===== src/rtl/teq_pkg.sv =====
package teq_pkg;

   localparam int DEPTH_DEFAULT = 16;

   localparam logic [2:0] FUNC_SCHEDULE   = 3'd0;
   localparam logic [2:0] FUNC_UNSCHEDULE = 3'd1;
   localparam logic [2:0] FUNC_REMOVE     = 3'd2;
   localparam logic [2:0] FUNC_ADVANCE    = 3'd3;
   localparam logic [2:0] FUNC_CLEAR      = 3'd4;

   localparam logic [2:0] KIND_FIRED = 3'd0;
   localparam logic [2:0] KIND_NEXT  = 3'd1;
   localparam logic [2:0] KIND_EMPTY = 3'd2;
   localparam logic [2:0] KIND_DONE  = 3'd3;
   localparam logic [2:0] KIND_FULL  = 3'd4;

   // controller to datapath
   typedef struct packed {
      logic       capture;
      logic       append;
      logic       clear_all;
      logic       idx_clr;
      logic       idx_inc;
      logic       drop_idx;
      logic       best_take;
      logic       drop_best;
      logic       load;
      logic [2:0] kind;
      logic       last;
   } cmd_type;

   // datapath to controller
   typedef struct packed {
      logic [2:0] func;
      logic       idx_end;
      logic       match;
      logic       full;
      logic       empty;
      logic       due_le_now;
      logic       out_busy;
   } stat_type;

endpackage


===== src/rtl/teq_ctrl.sv =====
module teq_ctrl (
   input  logic              clock,
   input  logic              reset,
   input  logic              req_tvalid,
   output logic              req_tready,
   input  teq_pkg::stat_type stat,
   output teq_pkg::cmd_type  cmd
);

   typedef enum logic [2:0] {
      ST_IDLE,
      ST_DISPATCH,
      ST_SCAN,
      ST_FIND,
      ST_DECIDE,
      ST_OUT
   } state_type;

   state_type  state_ff, state_in;
   logic [2:0] kind_ff, kind_in;

   assign req_tready = (state_ff == ST_IDLE);

   always_comb begin
      cmd      = '0;
      state_in = state_ff;
      kind_in  = kind_ff;
      case (state_ff)
         ST_IDLE: begin
            if (req_tvalid) begin
               cmd.capture = 1'b1;
               state_in    = ST_DISPATCH;
            end
         end
         ST_DISPATCH: begin
            kind_in  = teq_pkg::KIND_DONE;
            state_in = ST_OUT;
            case (stat.func)
               teq_pkg::FUNC_SCHEDULE: begin
                  if (stat.full) begin
                     kind_in = teq_pkg::KIND_FULL;
                  end else begin
                     cmd.append = 1'b1;
                  end
               end
               teq_pkg::FUNC_UNSCHEDULE, teq_pkg::FUNC_REMOVE: begin
                  cmd.idx_clr = 1'b1;
                  state_in    = ST_SCAN;
               end
               teq_pkg::FUNC_ADVANCE: begin
                  cmd.idx_clr = 1'b1;
                  state_in    = ST_FIND;
               end
               teq_pkg::FUNC_CLEAR: begin
                  cmd.clear_all = 1'b1;
               end
               default: begin
               end
            endcase
         end
         ST_SCAN: begin
            if (stat.idx_end) begin
               kind_in  = teq_pkg::KIND_DONE;
               state_in = ST_OUT;
            end else if (stat.match) begin
               cmd.drop_idx = 1'b1;
            end else begin
               cmd.idx_inc = 1'b1;
            end
         end
         ST_FIND: begin
            if (stat.idx_end) begin
               state_in = ST_DECIDE;
            end else begin
               cmd.best_take = 1'b1;
               cmd.idx_inc   = 1'b1;
            end
         end
         ST_DECIDE: begin
            if (stat.empty) begin
               kind_in  = teq_pkg::KIND_EMPTY;
               state_in = ST_OUT;
            end else if (!stat.due_le_now) begin
               kind_in  = teq_pkg::KIND_NEXT;
               state_in = ST_OUT;
            end else if (!stat.out_busy) begin
               cmd.load      = 1'b1;
               cmd.kind      = teq_pkg::KIND_FIRED;
               cmd.drop_best = 1'b1;
               cmd.idx_clr   = 1'b1;
               state_in      = ST_FIND;
            end
         end
         ST_OUT: begin
            if (!stat.out_busy) begin
               cmd.load = 1'b1;
               cmd.kind = kind_ff;
               cmd.last = 1'b1;
               state_in = ST_IDLE;
            end
         end
         default: begin
            state_in = ST_IDLE;
         end
      endcase
   end

   always_ff @(posedge clock) begin
      if (reset) begin
         state_ff <= ST_IDLE;
         kind_ff  <= teq_pkg::KIND_DONE;
      end else begin
         state_ff <= state_in;
         kind_ff  <= kind_in;
      end
   end

endmodule


===== config.mk =====
export PLATFORM = sky130hd
export DESIGN_NAME = teq_ctrl
export DESIGN_NICKNAME = d
export VERILOG_FILES = /design/src/rtl/teq_pkg.sv /design/src/rtl/teq_ctrl.sv
export SDC_FILE = /design/constraint.sdc
export NUM_CORES = 1
export LEC_CHECK = 0
export ABC_AREA = 1
export BUFFER_PORTS_ARGS = -buffer_cell sky130_fd_sc_hd__buf_2
export CAP_MARGIN = 20
export CORE_MARGIN = 2
export CORE_UTILIZATION = 23
export DETAILED_ROUTE_END_ITERATION = 8
export SKIP_CTS_REPAIR_TIMING = 1
export SYNTH_ARGS = -nofsm -noshare
export SYNTH_HDL_FRONTEND = slang
export SYNTH_SLANG_ARGS = --single-unit

===== constraint.sdc =====
create_clock -name clock -period 1.5 [get_ports clock]
set_input_delay 0.225 -clock clock [delete_from_list [all_inputs] [get_ports clock]]
set_output_delay 0.225 -clock clock [all_outputs]
set_load 0.02 [all_outputs]

==> impl_metrics.toml, run 1 <==
[outcome]
outcome = "completed"

[worst_setup_path]
cp-start-kind = "flip-flop"
ff2ff_setup_slack_ns = 0.27
crit_chain = "nor2_4 -> nand2_4 -> nor2_4 -> nand2_2 -> nand2_2 -> buf_6"
critPathRequiredTime_ns = 1.27
end_kind = "output pin"
slowest_delay_ns = 0.36
crit_fanout = 6
slowest_stage = "dfxtp_4"
critPathKind = "reg -> out"
arrival_ns = 1.22

[die]
die_h_um = 54.94
initial_core_util = 0.2409
rows = 18
fp.dieArea_um2 = 3018
die_w_um = 54.94
io_pins = 26
core_area_um2 = 2477

[timing]
setup-violations-final = 0
hold_violations = 0
period_share = 0.9658
drv_slew = 0
whs_ns = 0.1562
clock-skew-final_ns = 0.005186
slew-limit-headroom = 0.8688
tightestPinTransition_ns = 0.1968
period_needed_ns = 1.449
fmax_mhz = 690.3

[placed_design]
place_hpwl_um = 1270
post-place-cells = 160
gp_congestion = 0.7436
io_buffers = 25

[clocking]
clock_sinks = 6
clock-root-buffer = "clkbuf_4"
clockBufferDepth = 2
htree_num_levels = 1
clk_pin_slew_ns = 0.05
cts_tree = "yes"
clk_latency_ns = 0.25
cts_made_buffers = 3

[route]
drt-total-wl_um = 1525
vias_per_cell = 4.341
remaining_drc_errors = 0
drtIter0Drc = 19
dr.pass1.iters = 4
wire_per_inst_um = 9.132
ant_nets = 0
route.vias.total = 725

[synth]
yosysUniqueCellTypes = 17
yosysWarnings = 0
syn_inst = 107
yosysSeqAreaShare = 0.2013
avgSynthCellArea_um2 = 5.578
syn_area_um2 = 596.8
synth_nets = 119
ys_seq_elements = 6

[global_routing]
grt_pass1_wl_um = 2118
grt_max_degree = 11
grt_util_all_layers = 0.1009
grt_pass1_vias = 558
grt.overflow.total = 0
antenna_found_initial = 0

[power]
peakVddDrop_uv = 718.3
power_mw = 1.006
power_density_nw_per_um2 = 1197
cellLeakagePower_nw = 0.4682

[cells_and_area]
nets = 151
drive_gt1_frac = 0.4453
area_growth_pct = 40.88
diodes = 0
instances_no_fill = 167

[min_path]
hp-class = "in -> reg"

[job]
drv_cap = 0
-- metrics by stage --
stage	TNS (ns)	utilization	setup WS (ns)	cell area, µm²
after floorplan	0	-	0.1661	596.8
after global placement	0	0.2975	0.1858	737.0
after detailed placement	0	0.2975	0.1647	737.0
after CTS	-0.7964	0.3066	-0.1193	759.5
after global routing	-0.02074	0.3394	-0.008233	840.8
final	0	0.3394	0.05126	840.8
-- path summary, 6_finish.rpt --
path	endpoint	start	depth (start not counted)
worst min-delay path	state_ff[0]	reset	2
worst max-delay path	cmd[9]	state_ff[0]	6
worst max register to register	kind_ff[0]	state_ff[2]	9
worst min register to register	kind_ff[1]	kind_ff[1]	2
-- cell usage in the layout, fill, tap and decap left out --
cell / count
dfxtp_1: 3
o21ai_0: 3
nor2_4: 3
a21oi_1: 4
buf_4: 5
inv_4: 1
nand2_1: 24
clkbuf_4: 3
nand2_2: 5
nand2_4: 1
nor3_1: 3
nor2_1: 14
inv_1: 13
nor2_2: 7
o21ai_2: 1
o21ai_1: 2
nand3_2: 2
inv_2: 6
dfxtp_4: 3
buf_2: 22
nand3_1: 10
buf_6: 2
-- power breakdown --
group	switching, mW	internal, mW	total (mW)
combinational	0.344	0.232	0.576
clock	0.0615	0.0907	0.152
sequential	0.0596	0.218	0.278
-- flip-flops by register name, summed over array words and instances, names as in the netlist --
name and cells:
state_ff 3, kind_ff 3
-- routing by layer --
metal	global-route usage	routed length, µm	vias to the layer above
met5	0	0	-
met4	0.02439	4	0
met3	0.04032	90	2
met2	0.1944	826	17
met1	0.09935	604	317
li1	-	-	389
-- worst max-delay path, delay by kind of cell, from the launching register on --
kind | cells | cell delay [ns]
buffers and inverters | 1 | 0.11
and+or+nand+nor | 5 | 0.51
DFF | 1 | 0.36
-- Yosys cell counts (all sizes together) --
master   n  share of area
a21oi    4          0.034
dfxtp    6           0.20
nor3     3          0.025
buf      2          0.038
nand3   12           0.11
nand2   30           0.21
inv     20           0.13
o21ai    6          0.057
nor2    24           0.20
-- cell families (layout without fill, tap and decap cells) --
family | count (synthesis) | in the layout | synth area share
DFF | 6 | 6 | 0.2013
buffers and inverters | 22 | 52 | 0.1635
and+or+nand+nor | 69 | 69 | 0.5451
AOI/OAI and AO/OA | 10 | 10 | 0.09014
-- cell type report --
| type | instances | area (µm²) |
|---|---|---|
| clock buffer | 3 | 22.52 |
| fill | 280 | 1637 |
| inverter | 20 | 77.57 |
| multi-input combinational | 79 | 401.6 |
| sequential | 6 | 131.4 |
| tap | 30 | 37.54 |
| timing repair buffer | 29 | 170.2 |
No activity file was read; power rests on OpenSTA's default activity.
==> run 2, diff against run 1 <==
--- a/config.mk
+++ b/config.mk
@@ -11,6 +11,7 @@
 export CORE_MARGIN = 2
 export CORE_UTILIZATION = 23
 export DETAILED_ROUTE_END_ITERATION = 8
+export REMOVE_ABC_BUFFERS = 1
 export SKIP_CTS_REPAIR_TIMING = 1
 export SYNTH_ARGS = -nofsm -noshare
 export SYNTH_HDL_FRONTEND = slang
==> run 2 against run 1 <==
Global-route usage up 0.067 points. Via count shrank 4.7%. Hold slack gained 0.016 ns. Routed wire length down 2.8%. Count of clock-buffer cells in the layout unchanged. Non-clock buffer count is 3 lower. Clock skew fell by 0.0050 ns. Sequential power is 3% higher. Setup slack got worse by 0.0033 ns. Clock power shrank 8%. Fmax fell by 0.23%. Critical path type unchanged. Design area is 3.9% lower.
==> impl_metrics.toml, run 2 (same netlist as run 1, synthesis figures left out) <==
[timing]
tightestPinTransition_ns = 0.2001
drv_slew = 0
clock-skew-final_ns = 0.0001400
period_share = 0.9680
fin_tns_setup_ns = 0
layout_setup_ws_ns = 0.04798
rsz0062_at_grt = "true"
setup-violations-final = 0
slew-limit-headroom = 0.8661
hold_violations = 0
whs_ns = 0.1721
fmax_mhz = 688.7
period_needed_ns = 1.452

[job]
drv_cap = 0

[placed_design]
dpl_cell_area_um2 = 737.0
dpl_worst_slack_ns = 0.1356
post-place-cells = 160
gp_congestion = 0.8061
place_hpwl_um = 1193
io_buffers = 25

[route]
vias_per_cell = 4.213
route.vias.total = 691
drtIter0Drc = 12
remaining_drc_errors = 0
dr.pass1.iters = 4
drt-total-wl_um = 1482
wire_per_inst_um = 9.037
ant_nets = 0

[die]
fp.dieArea_um2 = 3018
die_w_um = 54.94
initial_core_util = 0.2409
rows = 18
die_h_um = 54.94
core_area_um2 = 2477
io_pins = 26

[worst_setup_path]
critPathRequiredTime_ns = 1.27
cp-start-kind = "flip-flop"
timing.critical_path.mode_cell = "nor2_4"
crit_fanout = 10
cp_num_buf_inv = 1
slowest_stage = "dfxtp_4"
crit_chain = "nor2_4 -> nand2_4 -> nor2_4 -> nand2_2 -> nand2_1 -> buf_4"
path_delay_family = "simple AND/OR/NAND/NOR gates"
critPathKind = "reg -> out"
end_kind = "output pin"
slowest_delay_ns = 0.38
arrival_ns = 1.23

[global_routing]
grt_pass1_wl_um = 2242
grt.overflow.total = 0
grt_pass1_vias = 593
grt_util_all_layers = 0.1016
antenna_found_initial = 0
grt_max_degree = 11

[power]
power_density_nw_per_um2 = 1192
peakVddDrop_uv = 711.3
cellLeakagePower_nw = 0.4554
power_mw = 0.9636

[clocking]
clock_sinks = 6
clockBufferDepth = 2
htree_num_levels = 1
clk_latency_ns = 0.23
cts_made_buffers = 3
cts_tree = "yes"
clock-root-buffer = "clkbuf_4"
clk_pin_slew_ns = 0.04

[cells_and_area]
layout_common_cells = "nand2_1 (24), buf_2 (21), inv_1 (14), nor2_1 (14), nand3_1 (10)"
diodes = 0
nets = 148
area_growth_pct = 35.43
utilization = 0.3263
design_area_um2 = 808.3
mostFrequentLayoutCell = "nand2_1"
top_regs = "kind_ff: 3 flops, state_ff: 3 flops"
drive_gt1_frac = 0.4254
fillers = 284
instances_no_fill = 164

[outcome]
outcome = "completed"

[min_path]
hp-class = "in -> reg"
-- run 2: layout make-up --
class / count / area [µm²] / share of cell area
Inverter: 20 / 75.07 / 0.09288
Multi-Input combinational cell: 79 / 401.6 / 0.4969
Clock buffer: 3 / 22.52 / 0.02786
Timing Repair Buffer: 26 / 142.6 / 0.1765
Tap cell: 30 / 37.54 / 0.04644
Sequential cell: 6 / 128.9 / 0.1594
-- run 2: worst paths after layout --
kind | from | end | slack (ns) | cells after the start
worst max-delay path | state_ff[0] | cmd[9] | 0.05 | 6
worst min-delay path | reset | state_ff[0] | 0.17 | 2
worst max register to register | state_ff[1] | kind_ff[1] | 0.32 | 9
worst min register to register | kind_ff[1] | kind_ff[1] | 0.48 | 2
-- run 2: routing by layer --
metal | vias to the layer above | track usage | routed length (µm)
li1 | 385 | - | -
met1 | 285 | 0.1356 | 756
met2 | 19 | 0.1567 | 622
met3 | 2 | 0.01882 | 92
met4 | 0 | 0.04878 | 10
met5 | - | 0 | 0
-- run 2: where the power goes --
part / switching, mW / leakage, nW / internal, mW
Combinational: 0.332 / 0.390 / 0.204
Clock: 0.0505 / 0.0138 / 0.0900
Sequential: 0.0684 / 0.0512 / 0.219
Total: 0.451 / 0.455 / 0.512
